$ cat src/sme_pkg.sv
// sme_pkg: shared types and constants of the stack machine executor
// opcodes, error codes, field widths and the divider request bundle
// no dependencies
`default_nettype none

package sme_pkg;

    localparam int WORD_W     = 32;
    localparam int IMM_W      = 24;
    localparam int OPC_W      = 8;
    localparam int NPC_W      = 16;
    localparam int ERR_W      = 4;
    localparam int CODE_W     = 16;
    localparam int GCNT_W     = 9;
    localparam int CFG_IDX_W  = 1;
    localparam int CFG_DATA_W = 16;

    // configuration register indexes
    localparam logic [CFG_IDX_W-1:0] CFG_CODE_SIZE    = 1'b0;
    localparam logic [CFG_IDX_W-1:0] CFG_GLOBAL_COUNT = 1'b1;

    // opcodes
    localparam logic [OPC_W-1:0] OP_HALT  = 8'd0;
    localparam logic [OPC_W-1:0] OP_PUSHC = 8'd1;
    localparam logic [OPC_W-1:0] OP_ADD   = 8'd2;
    localparam logic [OPC_W-1:0] OP_SUB   = 8'd3;
    localparam logic [OPC_W-1:0] OP_MUL   = 8'd4;
    localparam logic [OPC_W-1:0] OP_DIV   = 8'd5;
    localparam logic [OPC_W-1:0] OP_MOD   = 8'd6;
    localparam logic [OPC_W-1:0] OP_RDINT = 8'd7;
    localparam logic [OPC_W-1:0] OP_WRINT = 8'd8;
    localparam logic [OPC_W-1:0] OP_RDCHR = 8'd9;
    localparam logic [OPC_W-1:0] OP_WRCHR = 8'd10;
    localparam logic [OPC_W-1:0] OP_PUSHG = 8'd11;
    localparam logic [OPC_W-1:0] OP_POPG  = 8'd12;
    localparam logic [OPC_W-1:0] OP_ASF   = 8'd13;
    localparam logic [OPC_W-1:0] OP_RSF   = 8'd14;
    localparam logic [OPC_W-1:0] OP_PUSHL = 8'd15;
    localparam logic [OPC_W-1:0] OP_POPL  = 8'd16;
    localparam logic [OPC_W-1:0] OP_EQ    = 8'd17;
    localparam logic [OPC_W-1:0] OP_NE    = 8'd18;
    localparam logic [OPC_W-1:0] OP_LT    = 8'd19;
    localparam logic [OPC_W-1:0] OP_LE    = 8'd20;
    localparam logic [OPC_W-1:0] OP_GT    = 8'd21;
    localparam logic [OPC_W-1:0] OP_GE    = 8'd22;
    localparam logic [OPC_W-1:0] OP_JMP   = 8'd23;
    localparam logic [OPC_W-1:0] OP_BRF   = 8'd24;
    localparam logic [OPC_W-1:0] OP_BRT   = 8'd25;
    localparam logic [OPC_W-1:0] OP_CALL  = 8'd26;
    localparam logic [OPC_W-1:0] OP_RET   = 8'd27;
    localparam logic [OPC_W-1:0] OP_DROP  = 8'd28;
    localparam logic [OPC_W-1:0] OP_PUSHR = 8'd29;
    localparam logic [OPC_W-1:0] OP_POPR  = 8'd30;
    localparam logic [OPC_W-1:0] OP_DUP   = 8'd31;

    // error codes
    localparam logic [ERR_W-1:0] ERR_NONE      = 4'd0;
    localparam logic [ERR_W-1:0] ERR_UNDERFLOW = 4'd1;
    localparam logic [ERR_W-1:0] ERR_DIV_ZERO  = 4'd2;
    localparam logic [ERR_W-1:0] ERR_NEG_FRAME = 4'd3;
    localparam logic [ERR_W-1:0] ERR_NEG_LOCAL = 4'd4;
    localparam logic [ERR_W-1:0] ERR_CALL_RNG  = 4'd5;
    localparam logic [ERR_W-1:0] ERR_NEG_DROP  = 4'd6;
    localparam logic [ERR_W-1:0] ERR_POPR_EMPTY = 4'd7;
    localparam logic [ERR_W-1:0] ERR_OVERFLOW  = 4'd8;
    localparam logic [ERR_W-1:0] ERR_GLOB_RNG  = 4'd9;

    // request to the iterative divider
    typedef struct packed {
        logic              start;
        logic              is_mod;
        logic [WORD_W-1:0] dividend;
        logic [WORD_W-1:0] divisor;
    } div_req_t;

endpackage

`default_nettype wire

$ cat src/sme_div.sv
// sme_div: radix-2 restoring signed divider, one quotient bit per cycle
// depends on sme_pkg (div_req_t, WORD_W)
`default_nettype none

module sme_div (
    input  wire logic                       clk,
    input  wire logic                       rst_n,
    input  wire sme_pkg::div_req_t          req,
    output logic                            done,
    output logic [sme_pkg::WORD_W-1:0]      result
);
    localparam int W   = sme_pkg::WORD_W;
    localparam int CNW = $clog2(W);

    logic           busy_reg;
    logic           done_reg;
    logic [CNW-1:0] cnt_reg;
    logic [W:0]     rem_reg;
    logic [W-1:0]   quo_reg;
    logic [W-1:0]   den_reg;
    logic           neg_q_reg;
    logic           neg_r_reg;
    logic           mod_reg;

    logic [W-1:0] a_mag;
    logic [W-1:0] b_mag;
    logic [W:0]   rem_sh;
    logic [W:0]   diff;
    logic         ge;

    assign a_mag  = req.dividend[W-1] ? (~req.dividend + W'(1)) : req.dividend;
    assign b_mag  = req.divisor[W-1] ? (~req.divisor + W'(1)) : req.divisor;
    assign rem_sh = {rem_reg[W-1:0], quo_reg[W-1]};
    assign diff   = rem_sh - {1'b0, den_reg};
    assign ge     = ~diff[W];

    always_ff @(posedge clk or negedge rst_n)
    begin
        if (!rst_n)
        begin
            busy_reg <= 1'b0;
            done_reg <= 1'b0;
            cnt_reg  <= '0;
        end
        else if (req.start)
        begin
            busy_reg <= 1'b1;
            done_reg <= 1'b0;
            cnt_reg  <= '0;
        end
        else if (busy_reg)
        begin
            cnt_reg <= cnt_reg + CNW'(1);
            if (cnt_reg == CNW'(W - 1))
            begin
                busy_reg <= 1'b0;
                done_reg <= 1'b1;
            end
        end
    end

    always_ff @(posedge clk)
    begin
        if (req.start)
        begin
            rem_reg   <= '0;
            quo_reg   <= a_mag;
            den_reg   <= b_mag;
            neg_q_reg <= req.dividend[W-1] ^ req.divisor[W-1];
            neg_r_reg <= req.dividend[W-1];
            mod_reg   <= req.is_mod;
        end
        else if (busy_reg)
        begin
            rem_reg <= ge ? diff : rem_sh;
            quo_reg <= {quo_reg[W-2:0], ge};
        end
    end

    // signs applied after the magnitude loop; most negative / -1 wraps
    always_comb
    begin
        if (mod_reg)
            result = neg_r_reg ? (~rem_reg[W-1:0] + W'(1)) : rem_reg[W-1:0];
        else
            result = neg_q_reg ? (~quo_reg + W'(1)) : quo_reg;
    end

    assign done = done_reg;

endmodule

`default_nettype wire

$ cat config.mk
export PLATFORM = sky130hd
export DESIGN_NAME = sme_div
export DESIGN_NICKNAME = d
export VERILOG_FILES = /design/src/sme_pkg.sv /design/src/sme_div.sv
export SDC_FILE = /design/constraint.sdc
export NUM_CORES = 1
export LEC_CHECK = 0
export CAP_MARGIN = 20
export CORE_ASPECT_RATIO = 0.75
export CORE_UTILIZATION = 35
export CTS_BUF_LIST = sky130_fd_sc_hd__clkbuf_4 sky130_fd_sc_hd__clkbuf_8
export DETAILED_ROUTE_END_ITERATION = 16
export DONT_BUFFER_PORTS = 1
export GPL_TIMING_DRIVEN = 0
export HOLD_SLACK_MARGIN = 0.03
export PLACE_DENSITY = 0.52
export RECOVER_POWER = 50
export SLEW_MARGIN = 20
export SYNTH_ARGS = -nofsm -noshare
export SYNTH_HDL_FRONTEND = slang
export SYNTH_SLANG_ARGS = --single-unit
$ cat constraint.sdc
create_clock -name clk -period 4.3 [get_ports clk]
set_input_delay 0 -clock clk [delete_from_list [all_inputs] [get_ports clk]]
set_output_delay 0 -clock clk [all_outputs]
set_load 0.02 [all_outputs]
==> PnR_summary.wiki, run 1 <==
{| class="wikitable"
! Metric !! Value
|-
| Async set-reset flop share out of synthesis || 6.60%
|-
| Area delta synth->final || 17.6%
|-
| Count of cell types in the netlist || 65
|-
| Cell at the root of the clock tree || sky130_fd_sc_hd__clkbuf_8
|-
| Library cell with the largest summed area after synthesis || sky130_fd_sc_hd__edfxtp_1
|-
| Post-CTS clock slew at the launch and capture registers of the worst setup and hold paths || 0.12 ns
|-
| Total gr overflow || 0
|-
| H-tree lvl count || 3
|-
| Synthesized area divided by synthesized cell count || 8.20 um2
|-
| Reg2Reg Depth || 14
|-
| Top Ports || 101
|-
| DRC violation total after the first TritonRoute iteration || 553
|-
| Detailed-placement wirelength estimate || 19700 um
|-
| Seq cells post-synth || 106
|-
| Highest-count cells in the layout ignoring fill and taps || sky130_fd_sc_hd__nand2_1, sky130_fd_sc_hd__nor2_1, sky130_fd_sc_hd__dlygate4sd3_1
|-
| Hold path endpoint || quo_reg[16]$_DFFE_PP_
|-
| Largest net degree at the start of global routing || 38
|-
| Fmax || 253 MHz
|-
| Maximum fanout along the worst path || 10
|-
| Setup slack, reg-to-reg || 0.35 ns
|-
| Static Leakage || 3.90 nW
|-
| Number of routed nets with antenna violations || 0
|-
| Setup Viol. Count Final || 0
|-
| Aggregate global-route resource usage || 21.1%
|-
| Violations in the final reports || max-capacitance violations, max-slew violations
|-
| Cell Area, Synth || 0.00861 mm2
|-
| Endpoint of the worst register-to-register path || rem_reg[27]$_SDFFE_PP0P_
|-
| Via count of the first global-routing pass || 7631
|-
| Vert. Die Dim || 138 um
|-
| Kind of launch point of the worst setup path || flip-flop
|-
| Overall power || 5.93 mW
|-
| Number of antenna repair diodes || 0
|-
| Sequential-to-total area share from yosys stat || 32.8%
|-
| WS Path Type || reg -> reg
|-
| Worst hold path type || in -> reg
|-
| Fin Hold WS || 0.0298 ns
|-
| Number of antenna violations at the first check in global routing || 0
|-
| Synth top area share || 23.4%
|-
| Wire length of the first global-routing pass || 41400 um
|-
| Count of clock tree sinks || 106
|-
| Slew at the pin closest to its max-slew limit || 2.33 ns
|-
| Final worst path period need || 3.95 ns
|-
| Worst Path Required || 4.60 ns
|-
| Peak VDD IR || 0.000269 V
|-
| Fin Clk Skew || 0.0196 ns
|-
| Arrival time of the worst setup path || 4.25 ns
|-
| Width of the die || 183 um
|-
| Crit share post-route || 91.9%
|-
| Routed via count || 8080
|-
| Clock tree buffer depth || 2
|-
| Post-route standard cell area excluding fillers || 0.0101 mm2
|-
| Final routed wirelength across all metal layers || 26200 um
|-
| Post-route DRC || 0
|-
| Final #Nets || 1256
|-
| Final number of hold-violating endpoints || 0
|-
| RSZ-0062 raised after global routing || false
|-
| Synthesized instance count || 1050
|-
| Clock latency on the worst-skew pair || 0.40 ns
|-
| Row Count || 49
|-
| Number of pins exceeding their max-slew limit in the final report || 38
|-
| Cell area reported after detailed placement || 0.00903 mm2
|-
| Instance count along the most critical hold path || 3
|-
| Count of flip-flops with a built-in enable after synthesis || 67
|-
| Reg2Reg Launch Point || quo_reg[31]$_DFFE_PP_
|-
| Top post-synthesis cells by area || sky130_fd_sc_hd__edfxtp_1, sky130_fd_sc_hd__xnor2_1, sky130_fd_sc_hd__dfxtp_1
|-
| Clock tree from TritonCTS || done
|-
| Power per Cell Area || 585 mW/mm2
|-
| Worst relative slew slack || -55.0%
|-
| Warnings, synthesis || 0
|-
| Area enclosed by the die boundary || 0.0252 mm2
|-
| Starting density of the core || 35.8%
|-
| Status || finished, violations left
|-
| Count of maximum capacitance violations || 1
|-
| Layout cell share with drive strength beyond 1 || 3.81%
|-
| Routability Congestion || 0.864
|-
| Length of the first detailed-routing pass in iterations || 5
|-
| IO buf count || 0
|-
| Wire length per cell after detailed routing || 17.6 um
|-
| Final core utilization || 42.2%
|-
| Placeable core region || 0.0240 mm2
|-
| Most common cell after layout, fill and taps aside || sky130_fd_sc_hd__nand2_1
|-
| Synth Net Count || 1157
|-
| Routed via count divided by cell count || 5.44
|-
| Most used DFF post-synth || sky130_fd_sc_hd__edfxtp_1
|-
| Critical Path Sink Type || flip-flop
|-
| Start point of the worst min-delay path || req[47]
|-
| Total CTS buffers || 9
|}
-- worst max path at each step --
stage / start / to / depth (start not counted)
2_1_floorplan: quo_reg[31]$_DFFE_PP_ / rem_reg[18]$_SDFFE_PP0P_ / 14
3_3_place_gp: quo_reg[31]$_DFFE_PP_ / rem_reg[18]$_SDFFE_PP0P_ / 14
3_5_place_dp: quo_reg[31]$_DFFE_PP_ / rem_reg[18]$_SDFFE_PP0P_ / 14
4_1_cts: quo_reg[31]$_DFFE_PP_ / rem_reg[27]$_SDFFE_PP0P_ / 14
5_1_grt: quo_reg[31]$_DFFE_PP_ / rem_reg[25]$_SDFFE_PP0P_ / 14
6_report: quo_reg[31]$_DFFE_PP_ / rem_reg[27]$_SDFFE_PP0P_ / 14
-- stage by stage --
step           setup slack (ns)  TNS, ns  std cells
2_1_floorplan              1.03        0       1050
3_3_place_gp            -0.0129  -0.0297       1381
3_5_place_dp            -0.0233  -0.0544       1381
4_1_cts                  0.0103        0       1484
5_1_grt                  0.0160        0       1485
6_report                  0.348        0       1485
-- routing by layer --
| metal | track usage (%) | wire, um | vias up |
|---|---|---|---|
| li1 | - | - | 3966 |
| met1 | 31.1 | 13500 | 3933 |
| met2 | 31.9 | 11000 | 165 |
| met3 | 4.44 | 1420 | 16 |
| met4 | 3.61 | 234 | 0 |
| met5 | 0 | 0 | - |
-- critical path, cell delays in order, from the launching register on --
cell and delay [ns]:
sky130_fd_sc_hd__edfxtp_1 0.49, sky130_fd_sc_hd__inv_1 0.07, sky130_fd_sc_hd__ha_1 0.23, sky130_fd_sc_hd__fa_1 0.40, sky130_fd_sc_hd__nand2b_1 0.20, sky130_fd_sc_hd__a21oi_1 0.21, sky130_fd_sc_hd__o41a_1 0.26, sky130_fd_sc_hd__a21oi_2 0.14
sky130_fd_sc_hd__o21ai_2 0.34, sky130_fd_sc_hd__a31oi_4 0.22, sky130_fd_sc_hd__xnor2_2 0.32, sky130_fd_sc_hd__buf_2 0.30, sky130_fd_sc_hd__buf_2 0.29, sky130_fd_sc_hd__nand2_1 0.09, sky130_fd_sc_hd__a311oi_1 0.27
-- repair_timing --
action,CTS,global route
gates resized for setup,1,9
setup endpoints to repair,8,31
hold buffers,87,0
buffers inserted,0,1
pin swaps,0,1
endpoints found under the hold margin,113,0
-- Yosys cell counts (11+ instances only) --
cell	count
sky130_fd_sc_hd__inv_1	48
sky130_fd_sc_hd__edfxtp_1	67
sky130_fd_sc_hd__o31ai_1	32
sky130_fd_sc_hd__o41ai_1	11
sky130_fd_sc_hd__ha_1	38
sky130_fd_sc_hd__a311oi_1	27
sky130_fd_sc_hd__or4_1	13
sky130_fd_sc_hd__o21ai_0	74
sky130_fd_sc_hd__xnor2_1	82
sky130_fd_sc_hd__or3_1	27
sky130_fd_sc_hd__nor2_1	105
sky130_fd_sc_hd__a21oi_1	85
sky130_fd_sc_hd__nand2b_1	13
sky130_fd_sc_hd__nand3_1	13
sky130_fd_sc_hd__clkbuf_1	44
sky130_fd_sc_hd__dfxtp_1	32
sky130_fd_sc_hd__nand2_1	139
sky130_fd_sc_hd__xor2_1	70
-- layout make-up --
| class | count | area, um2 |
|---|---|---|
| Fill cell | 2534 | 13900 |
| Multi-Input combinational cell | 846 | 5440 |
| Sequential cell | 106 | 2830 |
| Timing Repair Buffer | 88 | 872 |
| Tap cell | 331 | 414 |
| Buffer | 50 | 193 |
| Inverter | 48 | 180 |
| Clock buffer | 12 | 153 |
| Clock inverter | 4 | 51.3 |
-- logic make-up after synthesis --
family                   synth area share, %
multiplexers                            1.12
buffers and inverters                   4.30
AND/OR/NAND/NOR                         19.8
adder cells (fa/ha/maj)                 5.75
AO/OA/AOI/OAI                           20.7
flip-flops                              32.8
XOR/XNOR                                15.5
-- where the power goes --
group | switching, mW | internal [mW] | leakage (nW)
sequential | 0.322 | 1.30 | 1.02
combinational | 2.23 | 1.39 | 2.78
clock | 0.391 | 0.300 | 0.103
Power figures use the tool's default switching activity.
==> run 2: changes to the inputs <==
Settings changed: SETUP_SLACK_MARGIN set to 0.5.
==> PnR_summary.wiki, run 2 (synthesis results as in run 1) <==
{| class="wikitable"
! Metric !! Value
|-
| Fin Clk Skew || 0.0196 ns (about the same)
|-
| Portion of total power attributed to combinational logic || 61.7% (was 61.0%)
|-
| Arrival time of the worst setup path || 3.67 ns (was 4.25 ns)
|-
| Placeable core region || 0.0240 mm2 (unchanged)
|-
| Routability Congestion || 0.864 (unchanged)
|-
| H-tree lvl count || 3 (unchanged)
|-
| Number of pins exceeding their max-slew limit in the final report || 38 (unchanged)
|-
| RSZ-0062 raised after global routing || false (unchanged)
|-
| Static Leakage || 3.93 nW (was 3.90 nW)
|-
| Total gr overflow || 0 (unchanged)
|-
| Post-route DRC || 0 (unchanged)
|-
| Detailed-placement wirelength estimate || 19700 um (unchanged)
|-
| Post-place setup slack || -0.0233 ns (unchanged)
|-
| Aggregate global-route resource usage || 21.1% (about the same)
|-
| Final routed wirelength across all metal layers || 26300 um (was 26200 um)
|-
| Post-route standard cell area excluding fillers || 0.0102 mm2 (was 0.0101 mm2)
|-
| Critical Path Sink Type || primary output (was flip-flop)
|-
| Maximum cell stage delay along the critical path || 0.59 ns (was 0.49 ns)
|-
| Worst hold path type || in -> reg (unchanged)
|-
| Wire length of the first global-routing pass || 41400 um (about the same)
|-
| Wire length per cell after detailed routing || 17.7 um (was 17.6 um)
|-
| Critical-path cell with the highest stage delay || sky130_fd_sc_hd__or4_4 (was sky130_fd_sc_hd__edfxtp_1)
|-
| Switching part of the total power || 49.7% (was 49.6%)
|-
| Sequential power share || 26.9% (was 27.4%)
|-
| Clk network pwr share || 11.4% (was 11.7%)
|-
| DRC violation total after the first TritonRoute iteration || 551 (was 553)
|-
| Cell at the root of the clock tree || sky130_fd_sc_hd__clkbuf_8 (unchanged)
|-
| Worst relative slew slack || -54.9% (was -55.0%)
|-
| Area delta synth->final || 18.7% (was 17.6%)
|-
| Total CTS buffers || 9 (unchanged)
|-
| Width of the die || 183 um (unchanged)
|-
| Most common cell after layout, fill and taps aside || sky130_fd_sc_hd__nand2_1 (unchanged)
|-
| Via count of the first global-routing pass || 7652 (was 7631)
|-
| Power per Cell Area || 593 mW/mm2 (was 585 mW/mm2)
|-
| Peak VDD IR || 0.000309 V (was 0.000269 V)
|-
| Violations in the final reports || max-capacitance violations, max-slew violations (unchanged)
|-
| Top Ports || 101 (unchanged)
|-
| Final core utilization || 42.5% (was 42.2%)
|-
| Area enclosed by the die boundary || 0.0252 mm2 (unchanged)
|-
| Count of maximum capacitance violations || 1 (unchanged)
|-
| Slew at the pin closest to its max-slew limit || 2.32 ns (was 2.33 ns)
|-
| Row Count || 49 (unchanged)
|-
| Number of antenna repair diodes || 0 (unchanged)
|-
| Fmax || 272 MHz (was 253 MHz)
|-
| Crit path cell chain || or4_4 > or3_1 > or2_1 > or3_1 > or2_1 > or3_4 > o21ai_1 > xor2_1 > a21oi_2 (was inv_1 > ha_1 > fa_1 > nand2b_1 > a21oi_1 > o41a_1 > a21oi_2 > o21ai_2 > a31oi_4 > xnor2_2 > buf_2 > buf_2 > nand2_1 > a311oi_1)
|-
| Final #Nets || 1258 (was 1256)
|-
| Cell area reported after detailed placement || 0.00903 mm2 (unchanged)
|-
| Layout cell share with drive strength beyond 1 || 4.76% (was 3.81%)
|-
| Instance count along the most critical hold path || 3 (unchanged)
|-
| Routed via count || 8130 (was 8080)
|-
| Number of placed cells counting well taps || 1381 (unchanged)
|-
| Count of placed standard cells in the final layout, fillers left out || 1487 (was 1485)
|-
| Final number of hold-violating endpoints || 0 (unchanged)
|-
| Reg2Reg Depth || 13 (was 14)
|-
| Switching power of the nets || 3.01 mW (was 2.94 mW)
|-
| Count of clock tree sinks || 106 (unchanged)
|-
| Largest net degree at the start of global routing || 38 (unchanged)
|-
| Starting density of the core || 35.8% (unchanged)
|-
| Clock tree from TritonCTS || done (unchanged)
|-
| Number of routed nets with antenna violations || 0 (unchanged)
|-
| Number of filler cells placed in the layout || 2531 (was 2534)
|-
| Setup Viol. Count Final || 0 (unchanged)
|-
| Status || finished, violations left (unchanged)
|-
| IO buf count || 0 (unchanged)
|-
| Vert. Die Dim || 138 um (unchanged)
|-
| Clock tree buffer depth || 2 (unchanged)
|-
| Kind of launch point of the worst setup path || flip-flop (unchanged)
|-
| Crit share post-route || 85.3% (was 91.9%)
|-
| Highest-count cells in the layout ignoring fill and taps || sky130_fd_sc_hd__nand2_1, sky130_fd_sc_hd__nor2_1, sky130_fd_sc_hd__dlygate4sd3_1 (unchanged)
|-
| Overall power || 6.06 mW (was 5.93 mW)
|-
| Clock latency on the worst-skew pair || 0.41 ns (was 0.40 ns)
|-
| Number of antenna violations at the first check in global routing || 0 (unchanged)
|-
| Post-CTS clock slew at the launch and capture registers of the worst setup and hold paths || 0.12 ns (about the same)
|-
| Final worst path period need || 3.67 ns (was 3.95 ns)
|-
| Maximum fanout along the worst path || 8 (was 10)
|-
| Routed via count divided by cell count || 5.47 (was 5.44)
|-
| Length of the first detailed-routing pass in iterations || 5 (unchanged)
|-
| Setup slack after layout || 0.630 ns (was 0.348 ns)
|-
| Worst Path Required || 4.30 ns (was 4.60 ns)
|-
| WS Path Type || reg -> out (was reg -> reg)
|-
| Cell-internal power || 3.05 mW (was 2.99 mW)
|}
-- run 2: cell count changes in the layout (fill, tap and decap cells not counted), moves of 2 or more --
cell and delta:
sky130_fd_sc_hd__a21oi_1 -7, sky130_fd_sc_hd__a21oi_2 +6, sky130_fd_sc_hd__buf_4 +2, sky130_fd_sc_hd__clkbuf_1 -2
-- run 2: power by group through the flow --
| stage | Combinational (mW) | Sequential, mW | Clock [mW] |
|---|---|---|---|
| 5_1_grt | 4.10 | 1.66 | 0.739 |
| 4_1_cts | 3.63 | 1.62 | 0.713 |
| 3_3_place_gp | 3.42 | 1.65 | 0 |
| 2_1_floorplan | 2.75 | 1.52 | 0 |
| 6_report | 3.74 | 1.63 | 0.690 |
| 3_5_place_dp | 3.44 | 1.65 | 0 |
-- run 2: final cells by class --
| cell class | count | area (um2) | area share [%] |
|---|---|---|---|
| inverters | 48 | 180 | 1.76 |
| flip-flops and latches | 106 | 2830 | 27.7 |
| clock buffers | 12 | 153 | 1.49 |
| repair buffers | 90 | 887 | 8.68 |
| clock inverters | 4 | 51.3 | 0.502 |
| well taps | 331 | 414 | 4.05 |
| plain buffers | 50 | 204 | 2.00 |
| multi-input cells | 846 | 5500 | 53.8 |
-- run 2: stage by stage --
step                setup TNS, ns  hold slack (ns)
global route                    0           0.0351
floorplan                       0           -0.296
CTS                             0           0.0315
detailed placement        -0.0544           -0.295
finish                          0           0.0252
global placement          -0.0297           -0.295
-- run 2: routing by layer --
metal / vias up / wire length, um / share of wire (%) / GRT usage [%]
met3: 14 / 1520 / 5.8 / 4.44
met2: 181 / 11100 / 42 / 32.0
met5: - / 0 / 0 / 0
met4: 0 / 227 / 0.86 / 3.61
li1: 3966 / - / - / -
met1: 3969 / 13400 / 51 / 31.0
-- run 2: timing repair --
item                                    4_1_cts  5_1_grt
hold endpoints to repair                    113        0
resized for setup                            12       16
buffers inserted                              1        2
pin swaps                                     1        3
endpoints found under the setup margin       35       37
hold buffers                                 87        0
-- run 2: critical path, delay by kind of cell, from the launching register on --
| kind | cells | cell delay (ns) |
|---|---|---|
| AOI/OAI and AO/OA | 2 | 0.54 |
| xor gates and xnor gates | 1 | 0.10 |
| DFF | 1 | 0.43 |
| and+or+nand+nor | 6 | 2.18 |
-- run 2: final timing paths --
path | start | end | slack [ns]
setup / recovery | rem_reg[6]$_SDFFE_PP0P_ | result[30] | 0.63
hold / removal | req[47] | quo_reg[16]$_DFFE_PP_ | 0.03
setup reg to reg | quo_reg[31]$_DFFE_PP_ | rem_reg[27]$_SDFFE_PP0P_ | 0.72
hold reg to reg | cnt_reg[3]$_DFFE_PN0P_ | cnt_reg[3]$_DFFE_PN0P_ | 0.55
max in group asynchronous | rst_n | cnt_reg[2]$_DFFE_PN0P_ | 3.58
min in group asynchronous | rst_n | cnt_reg[4]$_DFFE_PN0P_ | 0.47
